==> config.mk <==
export PLATFORM = sky130hd
export DESIGN_NAME = round_robin_thread_scheduler
export DESIGN_NICKNAME = d
export VERILOG_FILES = /design/src/hw/rtl/rrts_pkg.sv /design/src/hw/rtl/rrts_ram.sv /design/src/hw/rtl/round_robin_thread_scheduler.sv
export VERILOG_INCLUDE_DIRS = /design/src /design/src/hw/rtl
export SDC_FILE = /design/constraint.sdc
export NUM_CORES = 2
export LEC_CHECK = 0
export ABC_AREA = 0
export BUFFER_PORTS_ARGS = -buffer_cell sky130_fd_sc_hd__buf_2
export CAP_MARGIN = 10
export CORE_MARGIN = 2
export CORE_UTILIZATION = 60
export CTS_CLUSTER_DIAMETER = 100
export DETAILED_ROUTE_END_ITERATION = 12
export PLACE_DENSITY = 0.75
export SKIP_LAST_GASP = 1
export SLEW_MARGIN = 15
export SYNTH_ARGS = -nofsm -noshare
export SYNTH_HDL_FRONTEND = slang
export SYNTH_SLANG_ARGS = --single-unit
==> constraint.sdc <==
create_clock -name clock -period 11.85 [get_ports clock]
set_input_delay 3.555 -clock clock [delete_from_list [all_inputs] [get_ports clock]]
set_output_delay 3.555 -clock clock [all_outputs]
set_load 0.1 [all_outputs]
==> src/hw/rtl/round_robin_thread_scheduler_assert.svh <==
// ---------------------------------------------------------------------------
// round robin thread scheduler assertion macros
// concurrent check helpers used by the scheduler rtl
// ---------------------------------------------------------------------------
`ifndef ROUND_ROBIN_THREAD_SCHEDULER_ASSERT_SVH
`define ROUND_ROBIN_THREAD_SCHEDULER_ASSERT_SVH

// same-cycle implication, disabled during reset
`define RRTS_ASSERT_NOW(label, clk, rst, ante, cons, msg) \
   label: assert property (@(posedge clk) disable iff (rst) (ante) |-> (cons)) \
      else $error(msg);

// next-cycle implication, disabled during reset
`define RRTS_ASSERT_NEXT(label, clk, rst, ante, cons, msg) \
   label: assert property (@(posedge clk) disable iff (rst) (ante) |=> (cons)) \
      else $error(msg);

`endif

==> src/hw/rtl/rrts_pkg.sv <==
// ---------------------------------------------------------------------------
// rrts_pkg
// types, codes and helpers of the round robin thread scheduler
// ---------------------------------------------------------------------------
`timescale 1ns / 1ps
`default_nettype none

package rrts_pkg;

   localparam int MAX_THREADS_DEF = 16;

   localparam int ACT_W    = 3;
   localparam int TOKEN_W  = 64;
   localparam int DUR_W    = 64;
   localparam int HANDLE_W = 5;
   localparam int STAT_W   = 3;
   localparam int COUNT_W  = 5;
   localparam int TICK_W   = 64;

   localparam int REQ_DATA_W = 136;
   localparam int RSP_DATA_W = 80;

   localparam logic [TICK_W-1:0] TICK_MAX = '1;

   typedef enum logic [ACT_W-1:0] {
      ACT_SPAWN, ACT_DISPATCH, ACT_YIELD, ACT_SLEEP,
      ACT_WAIT, ACT_SIGNAL, ACT_JOIN, ACT_FINISH
   } action_type;

   typedef enum logic [STAT_W-1:0] {
      RSP_OK, RSP_REFUSED, RSP_TICK, RSP_ALL_DONE, RSP_DEADLOCK, RSP_FULL
   } rsp_status_type;

   typedef enum logic [2:0] {
      SLOT_UNUSED, SLOT_READY, SLOT_RUNNING, SLOT_SLEEP,
      SLOT_WAIT, SLOT_JOIN, SLOT_DONE
   } slot_state_type;

   typedef struct packed {
      logic [TICK_W-1:0]   deadline;
      logic [TOKEN_W-1:0]  key;
      logic [HANDLE_W-1:0] join_on;
      logic                expired;
      slot_state_type      status;
   } slot_type;

   typedef enum logic [3:0] {
      FSM_IDLE, FSM_DECODE, FSM_CUR_RD, FSM_CUR_WR, FSM_JT_RD, FSM_JT_CHK,
      FSM_SIG_RD, FSM_SIG_EV, FSM_DA_RD, FSM_DA_EV, FSM_DB_RD, FSM_DB_EV,
      FSM_PICK, FSM_SEL_RD, FSM_SEL_WR, FSM_RESP
   } fsm_state_type;

   function automatic logic [TICK_W-1:0] sat_add(input logic [TICK_W-1:0] a,
                                                 input logic [TICK_W-1:0] b);
      logic [TICK_W:0] s;
      s = {1'b0, a} + {1'b0, b};
      return s[TICK_W] ? TICK_MAX : s[TICK_W-1:0];
   endfunction

endpackage

`default_nettype wire

==> src/hw/rtl/rrts_ram.sv <==
// ---------------------------------------------------------------------------
// rrts_ram
// simple dual port ram, one write and one registered read
// ---------------------------------------------------------------------------
`timescale 1ns / 1ps
`default_nettype none

module rrts_ram #(
   parameter int WIDTH = 8,
   parameter int DEPTH = 16
) (
   input  wire logic                     clock,
   input  wire logic                     we,
   input  wire logic [$clog2(DEPTH)-1:0] waddr,
   input  wire logic [WIDTH-1:0]         wdata,
   input  wire logic [$clog2(DEPTH)-1:0] raddr,
   output logic      [WIDTH-1:0]         rdata
);

   logic [WIDTH-1:0] mem [DEPTH];

   always_ff @(posedge clock) begin
      if (we) begin
         mem[waddr] <= wdata;
      end
      rdata <= mem[raddr];
   end

endmodule

`default_nettype wire

==> src/hw/rtl/round_robin_thread_scheduler.sv <==
// ---------------------------------------------------------------------------
// round_robin_thread_scheduler
// thread slot bookkeeping with round robin dispatch and virtual time
// ---------------------------------------------------------------------------
// Each req item carries one action (spawn, dispatch, yield, sleep, wait,
// signal, join, finish) and yields exactly one rsp item. All slot records
// live in one ram with a registered read; only threads that were spawned
// are ever read, so the ram needs no clearing after reset. The ram is read
// one slot at a time, so the work is set by slot scans: signal scans the
// slots in order, and dispatch makes two full passes over the ram (a
// finished-thread survey, then a wake and unblock pass that is skipped when
// every thread has finished) and then a round robin search that tries slots
// in turn from the round robin position. A new req item is taken once the
// previous one has its result in the output register, even if rsp is
// stalled.
`timescale 1ns / 1ps
`default_nettype none

module round_robin_thread_scheduler
   import rrts_pkg::*;
#(
   parameter int MAX_THREADS = MAX_THREADS_DEF
) (
   input  wire logic                  clock,
   input  wire logic                  reset,
   // req item
   input  wire logic                  req_tvalid,
   output logic                       req_tready,
   // wait_token[63:0], wake_all[64], duration_ticks[128:65],
   // target_handle[133:129], zero pad
   input  wire logic [REQ_DATA_W-1:0] req_tdata,
   // action[2:0]
   input  wire logic [ACT_W-1:0]      req_tuser,
   // rsp item
   output logic                       rsp_tvalid,
   input  wire logic                  rsp_tready,
   // handle[4:0], woken_count[9:5], timed_out[10], now_tick[74:11], zero pad
   output logic [RSP_DATA_W-1:0]      rsp_tdata,
   // status[2:0]
   output logic [STAT_W-1:0]          rsp_tuser
);

`include "round_robin_thread_scheduler_assert.svh"

   localparam int IW    = $clog2(MAX_THREADS);
   localparam int CNT_W = $clog2(MAX_THREADS + 1);
   localparam int CMP_W = (CNT_W > HANDLE_W) ? CNT_W : HANDLE_W;
   localparam logic [CNT_W-1:0] CNT_ONE = 1;
   localparam logic [CNT_W-1:0] CNT_MAX = CNT_W'(MAX_THREADS);
   localparam logic [CMP_W-1:0] CMP_ONE = 1;

   // control
   fsm_state_type    state_ff, state_in;
   logic [IW-1:0]    idx_ff, idx_in;     // slot under scan
   logic [IW-1:0]    k_ff, k_in;         // round robin tries
   logic [CNT_W-1:0] created_ff, created_in;
   logic [CNT_W-1:0] cur_ff, cur_in;
   logic [IW-1:0]    rr_ff, rr_in;
   logic [TICK_W-1:0] tick_ff, tick_in;
   logic [MAX_THREADS-1:0] done_mask_ff, done_mask_in;
   logic [MAX_THREADS-1:0] ready_mask_ff, ready_mask_in;
   logic             every_done_ff, every_done_in;
   logic             timed_ff, timed_in;
   logic             blocked_ff, blocked_in;
   logic             rsp_valid_ff, rsp_valid_in;

   // latched item and result under build
   action_type           action_ff, action_in;
   logic [TOKEN_W-1:0]   token_ff, token_in;
   logic                 all_ff, all_in;
   logic [DUR_W-1:0]     dur_ff, dur_in;
   logic [HANDLE_W-1:0]  tgt_ff, tgt_in;
   rsp_status_type       res_status_ff, res_status_in;
   logic [HANDLE_W-1:0]  res_handle_ff, res_handle_in;
   logic [CNT_W-1:0]     woken_ff, woken_in;
   logic                 res_timed_ff, res_timed_in;

   // output register
   logic [STAT_W-1:0]   rsp_status_ff, rsp_status_in;
   logic [RSP_DATA_W-1:0] rsp_data_ff, rsp_data_in;

   // ram port
   logic          ram_we;
   logic [IW-1:0] ram_waddr, ram_raddr;
   slot_type      ram_wdata, rec, upd;
   logic [$bits(slot_type)-1:0] ram_rdata;

   // helpers
   logic          have;
   logic [IW-1:0] ci;
   logic          idx_last;
   logic [CNT_W-1:0] idx_p1;
   logic [CMP_W-1:0] tgt_ext, cur_ext, n_ext, tgt_m1, jt_ext, jt_m1;
   logic          jt_free;

   rrts_ram #(
      .WIDTH ($bits(slot_type)),
      .DEPTH (MAX_THREADS)
   ) u_slots (
      .clock (clock),
      .we    (ram_we),
      .waddr (ram_waddr),
      .wdata (ram_wdata),
      .raddr (ram_raddr),
      .rdata (ram_rdata)
   );

   assign rec      = slot_type'(ram_rdata);
   assign have     = (cur_ff != '0) && (cur_ff <= created_ff);
   assign ci       = IW'(cur_ff - CNT_ONE);
   assign idx_p1   = CNT_W'(idx_ff) + CNT_ONE;
   assign idx_last = (idx_p1 == created_ff);
   assign tgt_ext  = CMP_W'(tgt_ff);
   assign cur_ext  = CMP_W'(cur_ff);
   assign n_ext    = CMP_W'(created_ff);
   assign tgt_m1   = tgt_ext - CMP_ONE;
   assign jt_ext   = CMP_W'(rec.join_on);
   assign jt_m1    = jt_ext - CMP_ONE;
   // join target gone, out of range, or finished
   assign jt_free  = (jt_ext == '0) || (jt_ext > n_ext) || done_mask_ff[jt_m1[IW-1:0]];

   assign req_tready = (state_ff == FSM_IDLE);
   assign rsp_tvalid = rsp_valid_ff;
   assign rsp_tdata  = rsp_data_ff;
   assign rsp_tuser  = rsp_status_ff;

   always_ff @(posedge clock) begin
      if (reset) begin
         state_ff     <= FSM_IDLE;
         created_ff   <= '0;
         cur_ff       <= '0;
         rr_ff        <= '0;
         tick_ff      <= '0;
         rsp_valid_ff <= 1'b0;
      end else begin
         state_ff     <= state_in;
         created_ff   <= created_in;
         cur_ff       <= cur_in;
         rr_ff        <= rr_in;
         tick_ff      <= tick_in;
         rsp_valid_ff <= rsp_valid_in;
      end
      idx_ff        <= idx_in;
      k_ff          <= k_in;
      done_mask_ff  <= done_mask_in;
      ready_mask_ff <= ready_mask_in;
      every_done_ff <= every_done_in;
      timed_ff      <= timed_in;
      blocked_ff    <= blocked_in;
      action_ff     <= action_in;
      token_ff      <= token_in;
      all_ff        <= all_in;
      dur_ff        <= dur_in;
      tgt_ff        <= tgt_in;
      res_status_ff <= res_status_in;
      res_handle_ff <= res_handle_in;
      woken_ff      <= woken_in;
      res_timed_ff  <= res_timed_in;
      rsp_status_ff <= rsp_status_in;
      rsp_data_ff   <= rsp_data_in;
   end

   always_comb begin
      state_in      = state_ff;
      idx_in        = idx_ff;
      k_in          = k_ff;
      created_in    = created_ff;
      cur_in        = cur_ff;
      rr_in         = rr_ff;
      tick_in       = tick_ff;
      done_mask_in  = done_mask_ff;
      ready_mask_in = ready_mask_ff;
      every_done_in = every_done_ff;
      timed_in      = timed_ff;
      blocked_in    = blocked_ff;
      rsp_valid_in  = rsp_valid_ff;
      action_in     = action_ff;
      token_in      = token_ff;
      all_in        = all_ff;
      dur_in        = dur_ff;
      tgt_in        = tgt_ff;
      res_status_in = res_status_ff;
      res_handle_in = res_handle_ff;
      woken_in      = woken_ff;
      res_timed_in  = res_timed_ff;
      rsp_status_in = rsp_status_ff;
      rsp_data_in   = rsp_data_ff;
      ram_we        = 1'b0;
      ram_waddr     = idx_ff;
      ram_raddr     = idx_ff;
      ram_wdata     = rec;
      upd           = rec;

      // output register drains on its own side
      if (rsp_valid_ff && rsp_tready) begin
         rsp_valid_in = 1'b0;
      end

      unique case (state_ff)
         FSM_IDLE: begin
            if (req_tvalid) begin
               action_in     = action_type'(req_tuser);
               token_in      = req_tdata[63:0];
               all_in        = req_tdata[64];
               dur_in        = req_tdata[128:65];
               tgt_in        = req_tdata[133:129];
               res_status_in = RSP_OK;
               res_handle_in = '0;
               woken_in      = '0;
               res_timed_in  = 1'b0;
               idx_in        = '0;
               state_in      = FSM_DECODE;
            end
         end

         FSM_DECODE: begin
            state_in = FSM_RESP;
            unique case (action_ff)
               ACT_SPAWN: begin
                  if (created_ff >= CNT_MAX) begin
                     res_status_in = RSP_FULL;
                  end else begin
                     ram_we            = 1'b1;
                     ram_waddr         = created_ff[IW-1:0];
                     ram_wdata         = '0;
                     ram_wdata.status  = SLOT_READY;
                     created_in        = created_ff + CNT_ONE;
                     res_handle_in     = HANDLE_W'(created_ff + CNT_ONE);
                  end
               end
               ACT_DISPATCH: begin
                  if (have) begin
                     res_status_in = RSP_REFUSED;
                  end else if (created_ff == '0) begin
                     res_status_in = RSP_ALL_DONE;
                  end else begin
                     every_done_in = 1'b1;
                     state_in      = FSM_DA_RD;
                  end
               end
               ACT_SIGNAL: begin
                  if (created_ff != '0) begin
                     state_in = FSM_SIG_RD;
                  end
               end
               ACT_JOIN: begin
                  if (!have || tgt_ext == cur_ext || tgt_ext == '0 || tgt_ext > n_ext) begin
                     res_status_in = RSP_REFUSED;
                  end else begin
                     state_in = FSM_JT_RD;
                  end
               end
               default: begin
                  // yield, sleep, wait, finish act on the running thread
                  if (!have) begin
                     res_status_in = RSP_REFUSED;
                  end else begin
                     state_in = FSM_CUR_RD;
                  end
               end
            endcase
         end

         FSM_JT_RD: begin
            ram_raddr = tgt_m1[IW-1:0];
            state_in  = FSM_JT_CHK;
         end

         FSM_JT_CHK: begin
            // joining a finished thread leaves the caller running
            state_in = (rec.status == SLOT_DONE) ? FSM_RESP : FSM_CUR_RD;
         end

         FSM_CUR_RD: begin
            ram_raddr = ci;
            state_in  = FSM_CUR_WR;
         end

         FSM_CUR_WR: begin
            unique case (action_ff)
               ACT_SLEEP: begin
                  if (dur_ff == '0) begin
                     upd.status = SLOT_READY;
                  end else begin
                     upd.status   = SLOT_SLEEP;
                     upd.deadline = sat_add(tick_ff, dur_ff);
                  end
               end
               ACT_WAIT: begin
                  upd.status   = SLOT_WAIT;
                  upd.key      = token_ff;
                  upd.expired  = 1'b0;
                  upd.deadline = (dur_ff == '0) ? TICK_MAX : sat_add(tick_ff, dur_ff);
               end
               ACT_JOIN: begin
                  upd.status  = SLOT_JOIN;
                  upd.join_on = tgt_ff;
               end
               ACT_FINISH: upd.status = SLOT_DONE;
               default:    upd.status = SLOT_READY;
            endcase
            ram_we    = 1'b1;
            ram_waddr = ci;
            ram_wdata = upd;
            cur_in    = '0;
            state_in  = FSM_RESP;
         end

         FSM_SIG_RD: state_in = FSM_SIG_EV;

         FSM_SIG_EV: begin
            state_in = FSM_SIG_RD;
            idx_in   = idx_p1[IW-1:0];
            if (rec.status == SLOT_WAIT && rec.key == token_ff) begin
               upd.status  = SLOT_READY;
               upd.expired = 1'b0;
               ram_we      = 1'b1;
               ram_wdata   = upd;
               woken_in    = woken_ff + CNT_ONE;
               if (!all_ff) begin
                  state_in = FSM_RESP;
               end
            end
            if (idx_last) begin
               state_in = FSM_RESP;
            end
         end

         // survey pass: which threads are finished
         FSM_DA_RD: state_in = FSM_DA_EV;

         FSM_DA_EV: begin
            done_mask_in[idx_ff] = (rec.status == SLOT_DONE);
            if (idx_last) begin
               if (every_done_ff && rec.status == SLOT_DONE) begin
                  res_status_in = RSP_ALL_DONE;
                  state_in      = FSM_RESP;
               end else begin
                  idx_in     = '0;
                  timed_in   = 1'b0;
                  blocked_in = 1'b0;
                  state_in   = FSM_DB_RD;
               end
            end else begin
               if (rec.status != SLOT_DONE) begin
                  every_done_in = 1'b0;
               end
               idx_in   = idx_p1[IW-1:0];
               state_in = FSM_DA_RD;
            end
         end

         // wake pass: unblock joiners, wake sleepers, expire waits
         FSM_DB_RD: state_in = FSM_DB_EV;

         FSM_DB_EV: begin
            if (rec.status == SLOT_JOIN && jt_free) begin
               upd.status = SLOT_READY;
            end else if (rec.status == SLOT_SLEEP && rec.deadline <= tick_ff) begin
               upd.status = SLOT_READY;
            end else if (rec.status == SLOT_WAIT && rec.deadline <= tick_ff) begin
               upd.status  = SLOT_READY;
               upd.expired = 1'b1;
            end
            ram_we    = 1'b1;
            ram_wdata = upd;
            ready_mask_in[idx_ff] = (upd.status == SLOT_READY);
            if (upd.status == SLOT_SLEEP ||
                (upd.status == SLOT_WAIT && upd.deadline != TICK_MAX)) begin
               timed_in = 1'b1;
            end
            if (upd.status == SLOT_JOIN ||
                (upd.status == SLOT_WAIT && upd.deadline == TICK_MAX)) begin
               blocked_in = 1'b1;
            end
            if (idx_last) begin
               idx_in   = rr_ff;
               k_in     = '0;
               state_in = FSM_PICK;
            end else begin
               idx_in   = idx_p1[IW-1:0];
               state_in = FSM_DB_RD;
            end
         end

         // round robin search from rr position
         FSM_PICK: begin
            if (ready_mask_ff[idx_ff]) begin
               state_in = FSM_SEL_RD;
            end else if (CNT_W'(k_ff) + CNT_ONE == created_ff) begin
               // nothing ready: advance time, deadlock or done
               state_in = FSM_RESP;
               if (timed_ff) begin
                  tick_in       = sat_add(tick_ff, TICK_W'(1));
                  res_status_in = RSP_TICK;
               end else if (blocked_ff) begin
                  res_status_in = RSP_DEADLOCK;
               end else begin
                  res_status_in = RSP_ALL_DONE;
               end
            end else begin
               k_in   = k_ff + IW'(1);
               idx_in = idx_last ? '0 : idx_p1[IW-1:0];
            end
         end

         FSM_SEL_RD: state_in = FSM_SEL_WR;

         FSM_SEL_WR: begin
            upd.status    = SLOT_RUNNING;
            upd.expired   = 1'b0;
            ram_we        = 1'b1;
            ram_wdata     = upd;
            res_timed_in  = rec.expired;
            res_handle_in = HANDLE_W'(idx_p1);
            cur_in        = idx_p1;
            rr_in         = idx_last ? '0 : idx_p1[IW-1:0];
            state_in      = FSM_RESP;
         end

         FSM_RESP: begin
            if (!rsp_valid_ff || rsp_tready) begin
               rsp_valid_in  = 1'b1;
               rsp_status_in = res_status_ff;
               rsp_data_in   = {5'b0, tick_ff, res_timed_ff,
                                HANDLE_W'(woken_ff), res_handle_ff};
               state_in      = FSM_IDLE;
            end
         end

         default: state_in = FSM_IDLE;
      endcase
   end

   `RRTS_ASSERT_NOW(a_cur_in_range, clock, reset, cur_ff != '0,
      cur_ff <= created_ff, "running thread beyond spawned threads")
   `RRTS_ASSERT_NOW(a_rr_in_range, clock, reset, created_ff != '0,
      CNT_W'(rr_ff) < created_ff, "round robin position out of range")
   `RRTS_ASSERT_NOW(a_created_cap, clock, reset, 1'b1,
      created_ff <= CNT_MAX, "thread count beyond table size")
   `RRTS_ASSERT_NEXT(a_resp_loads, clock, reset,
      state_ff == FSM_RESP && (!rsp_valid_ff || rsp_tready),
      rsp_valid_ff && state_ff == FSM_IDLE, "result not loaded into output")

endmodule

`default_nettype wire
==> metrics <==
Resized cells post-CTS=0; GR Overflow Total=0; Post-synth EDFFs=2,464; Final Hold Fails=0; die height=436 um; IO Pins=228; Worst slew margin=0.117; synthesized flop and latch total=2,684; Top FF cell, synth=edfxtp_1; Post-CTS Hold Buffers=0; area of the multi-input gates=0.0313 mm2; drt pass-1 iters=6; setup TNS=0 ns; CP Class=flip-flop to flip-flop; FF-to-FF path depth=12; TritonCTS buffer count=281; CP endpoint=u_slots.mem[9][130]; hold slack=0.421 ns; synthesized area=0.112 mm2; root buffer cell=clkbuf_16; power per cell area=301 mW/mm2; CP max stage delay=0.87 ns; vias after detailed routing=70,000; pin count of the biggest net entering global routing=218; Die Wd=436 um; PnR Total Power=37,500 uW; Crit Path Max Fanout=47; CP Capture Type=flip-flop; leakage=0.0415 uW; Critical Path RT=12.36 ns; post-synth cell types=87; Sink Count=2,684; clk_skew=0.0663 ns; number of fill cells=12,700; Critical Path Start Type=flip-flop; critical path startpoint=token_ff[25]; H-tree depth=5; Worst Max-Slew Pin Slew=1.31 ns; Gate Count Post-Synth=8,055; critical path cell sequence=xnor2_1 -> nand4_1 -> nor4_1 -> nand4_1 -> nor3_1 -> nand4_1 -> a21oi_1 -> and2_1 -> nand2_1 -> nor2_4 -> buf_4 -> buf_4; vias in the first global route=67,900; asr flop ratio synth=0; WL final=282,000 um; most used cell, CP=nand4_1; WP depth=12; mean post-synth cell area=13.9 um2; worst hold path class=flip-flop to flip-flop; DRC errors left=0; CP arrival=6.94 ns; VDD IR max=0.000434 V; initial drt markers=7,555; reg-to-reg setup timing slack=5.42 ns; drt via density=6.46; core area=0.185 mm2; routed length per instance=26.0 um; layout cells sized above 1=0.100; nets=8,447; unrepaired setup endpoints after global routing=false; Clk pin slew, worst setup/hold paths=0.06 ns; FMAX=156 MHz; routability cong.=0.969; Port Buffers=220; clock tree buffer depth=4; Post-CTS Setup Inserts=0; num rows=158; slowest CP cell=buf_4; reg2reg end=u_slots.mem[9][130]; kind of cell adding the most delay to the critical path=simple AND/OR/NAND/NOR gates; Tcrit/Tclk final=0.543; initial antenna violation count=10; Initial Util=0.604; post-route ant nets=0; reg2reg start=token_ff[25]; area grow syn2layout=11.3%; TritonCTS clock tree=yes; outcome=complete, no violations; maxcap violations=0; fin crit period=6.43 ns; area of the die=0.190 mm2; pins over their slew limit=0; Sequential Area=0.0784 mm2; yosys warns=0; Seq/Total Area, Yosys=0.700; GR Util All Layers=0.290; first-pass GRT wire length=418,000 um; clk_lat worst skew=0.92 ns; crit path buf inv count=2; Final setup viols=0; dpl hpwl=155,000 um
[cells in the final DEF, fill, tap and decap left out, types with 17 or more instances in the layout]
cell type,Yosys,layout
a211oi_1,975,975
a21o_1,53,53
a21oi_1,508,503
a22o_1,74,74
a31oi_1,291,291
and2_1,579,579
buf_12,0,17
buf_2,41,220
buf_4,7,112
bufinv_16,0,27
clkbuf_1,483,53
clkbuf_16,0,287
clkbuf_8,0,22
clkinv_1,2,32
clkinv_2,0,50
dfxtp_1,220,220
edfxtp_1,2464,2464
ha_1,158,158
inv_1,106,105
mux2i_1,280,280
nand2_1,728,727
nand2b_1,28,28
nand3_1,56,55
nand4_1,82,82
nor2_1,189,168
nor2_4,0,17
nor2b_1,18,17
nor3_1,41,40
nor4_1,41,39
o21a_1,21,21
o21ai_0,140,138
xnor2_1,131,131
xor2_1,71,71
[worst min path at each step]
| stage | startpoint | end | slack [ns] | cells after the start |
|---|---|---|---|---|
| after global placement | res_handle_ff[4] | rsp_tdata[4] | 0.40 | 0 |
| after CTS | res_handle_ff[4] | rsp_tdata[4] | 0.42 | 0 |
| after detailed placement | res_handle_ff[4] | rsp_tdata[4] | 0.41 | 0 |
| final | res_timed_ff | rsp_tdata[10] | 0.42 | 0 |
| after global routing | res_timed_ff | rsp_tdata[10] | 0.43 | 0 |
| after floorplan | res_handle_ff[0] | rsp_tdata[0] | 0.40 | 0 |
[routing by layer]
metal / wire, um / vias to the layer above / global-route usage
met5: 40 / - / 0
met4: 12500 / 6 / 0.128
met3: 22600 / 626 / 0.0434
met2: 134000 / 3220 / 0.467
met1: 113000 / 34800 / 0.395
li1: - / 31300 / -
[cell families after synthesis]
| logic type | count (synthesis) | share of synthesized area |
|---|---|---|
| buffers and inverters | 655 | 0.0227 |
| DFF | 2684 | 0.700 |
| xor gates and xnor gates | 202 | 0.0158 |
| other | 1 | 0.0000335 |
| and+or+nand+nor | 1838 | 0.0825 |
| AOI/OAI and AO/OA | 2225 | 0.134 |
| adders and majority gates | 160 | 0.0179 |
| muxes | 290 | 0.0270 |
[Yosys cell counts (19+ instances only)]
master | instances | share of area
inv_1 | 106 | 0.0036
and2_1 | 579 | 0.032
nand4_1 | 82 | 0.0046
a22o_1 | 74 | 0.0058
o21ai_0 | 140 | 0.0063
edfxtp_1 | 2464 | 0.66
buf_2 | 41 | 0.0018
a21o_1 | 53 | 0.0036
a21oi_1 | 508 | 0.023
o21a_1 | 21 | 0.0014
nor2_1 | 189 | 0.0063
clkbuf_1 | 483 | 0.016
nor4_1 | 41 | 0.0023
ha_1 | 158 | 0.018
nor3_1 | 41 | 0.0018
o221ai_1 | 19 | 0.0015
nand3_1 | 56 | 0.0025
a2bb2oi_1 | 23 | 0.0018
dfxtp_1 | 220 | 0.039
xnor2_1 | 131 | 0.010
a211oi_1 | 975 | 0.065
a31oi_1 | 291 | 0.016
nand2b_1 | 28 | 0.0016
mux2i_1 | 280 | 0.025
xor2_1 | 71 | 0.0056
nand2_1 | 728 | 0.024
[through the flow]
stage	util	area, um2	setup slack [ns]	std cells
finish	0.672	125000	5.42	10800
global route	0.672	125000	5.07	10800
floorplan	-	112000	3.54	8059
CTS	0.671	124000	5.51	10800
detailed placement	0.623	115000	5.54	10300
global placement	0.622	115000	5.41	10300
[final cells by class]
| cell class | instances | share of cell area |
|---|---|---|
| Sequential cell | 2684 | 0.629 |
| Multi-Input combinational cell | 4720 | 0.252 |
| Clock buffer | 362 | 0.0617 |
| Tap cell | 2480 | 0.0249 |
| Timing Repair Buffer | 349 | 0.0183 |
| Clock inverter | 124 | 0.0105 |
| Inverter | 109 | 0.00333 |
| Antenna cell | 3 | 0.0000603 |
[sequential cells by signal (all words and copies together), names as in the netlist, 5 cells and up]
| register | flops |
|---|---|
| tgt_ext | 5 |
| u_slots.rdata | 137 |
| cur_ext | 5 |
| done_mask_ff | 16 |
| tick_ff | 64 |
| rsp_tdata | 75 |
| u_slots.mem | 2192 |
| ready_mask_ff | 16 |
| token_ff | 64 |
| created_ff | 5 |
| res_handle_ff | 5 |
| woken_ff | 5 |
| dur_ff | 64 |
[where the power goes]
part           leakage [uW]  internal (uW)  switching (uW)
registers            0.0241          13300             685
clock network       0.00443           5150            3500
logic                0.0129           4540           10300
total                0.0415          23000           14500
(Power assumes the default switching activity.)
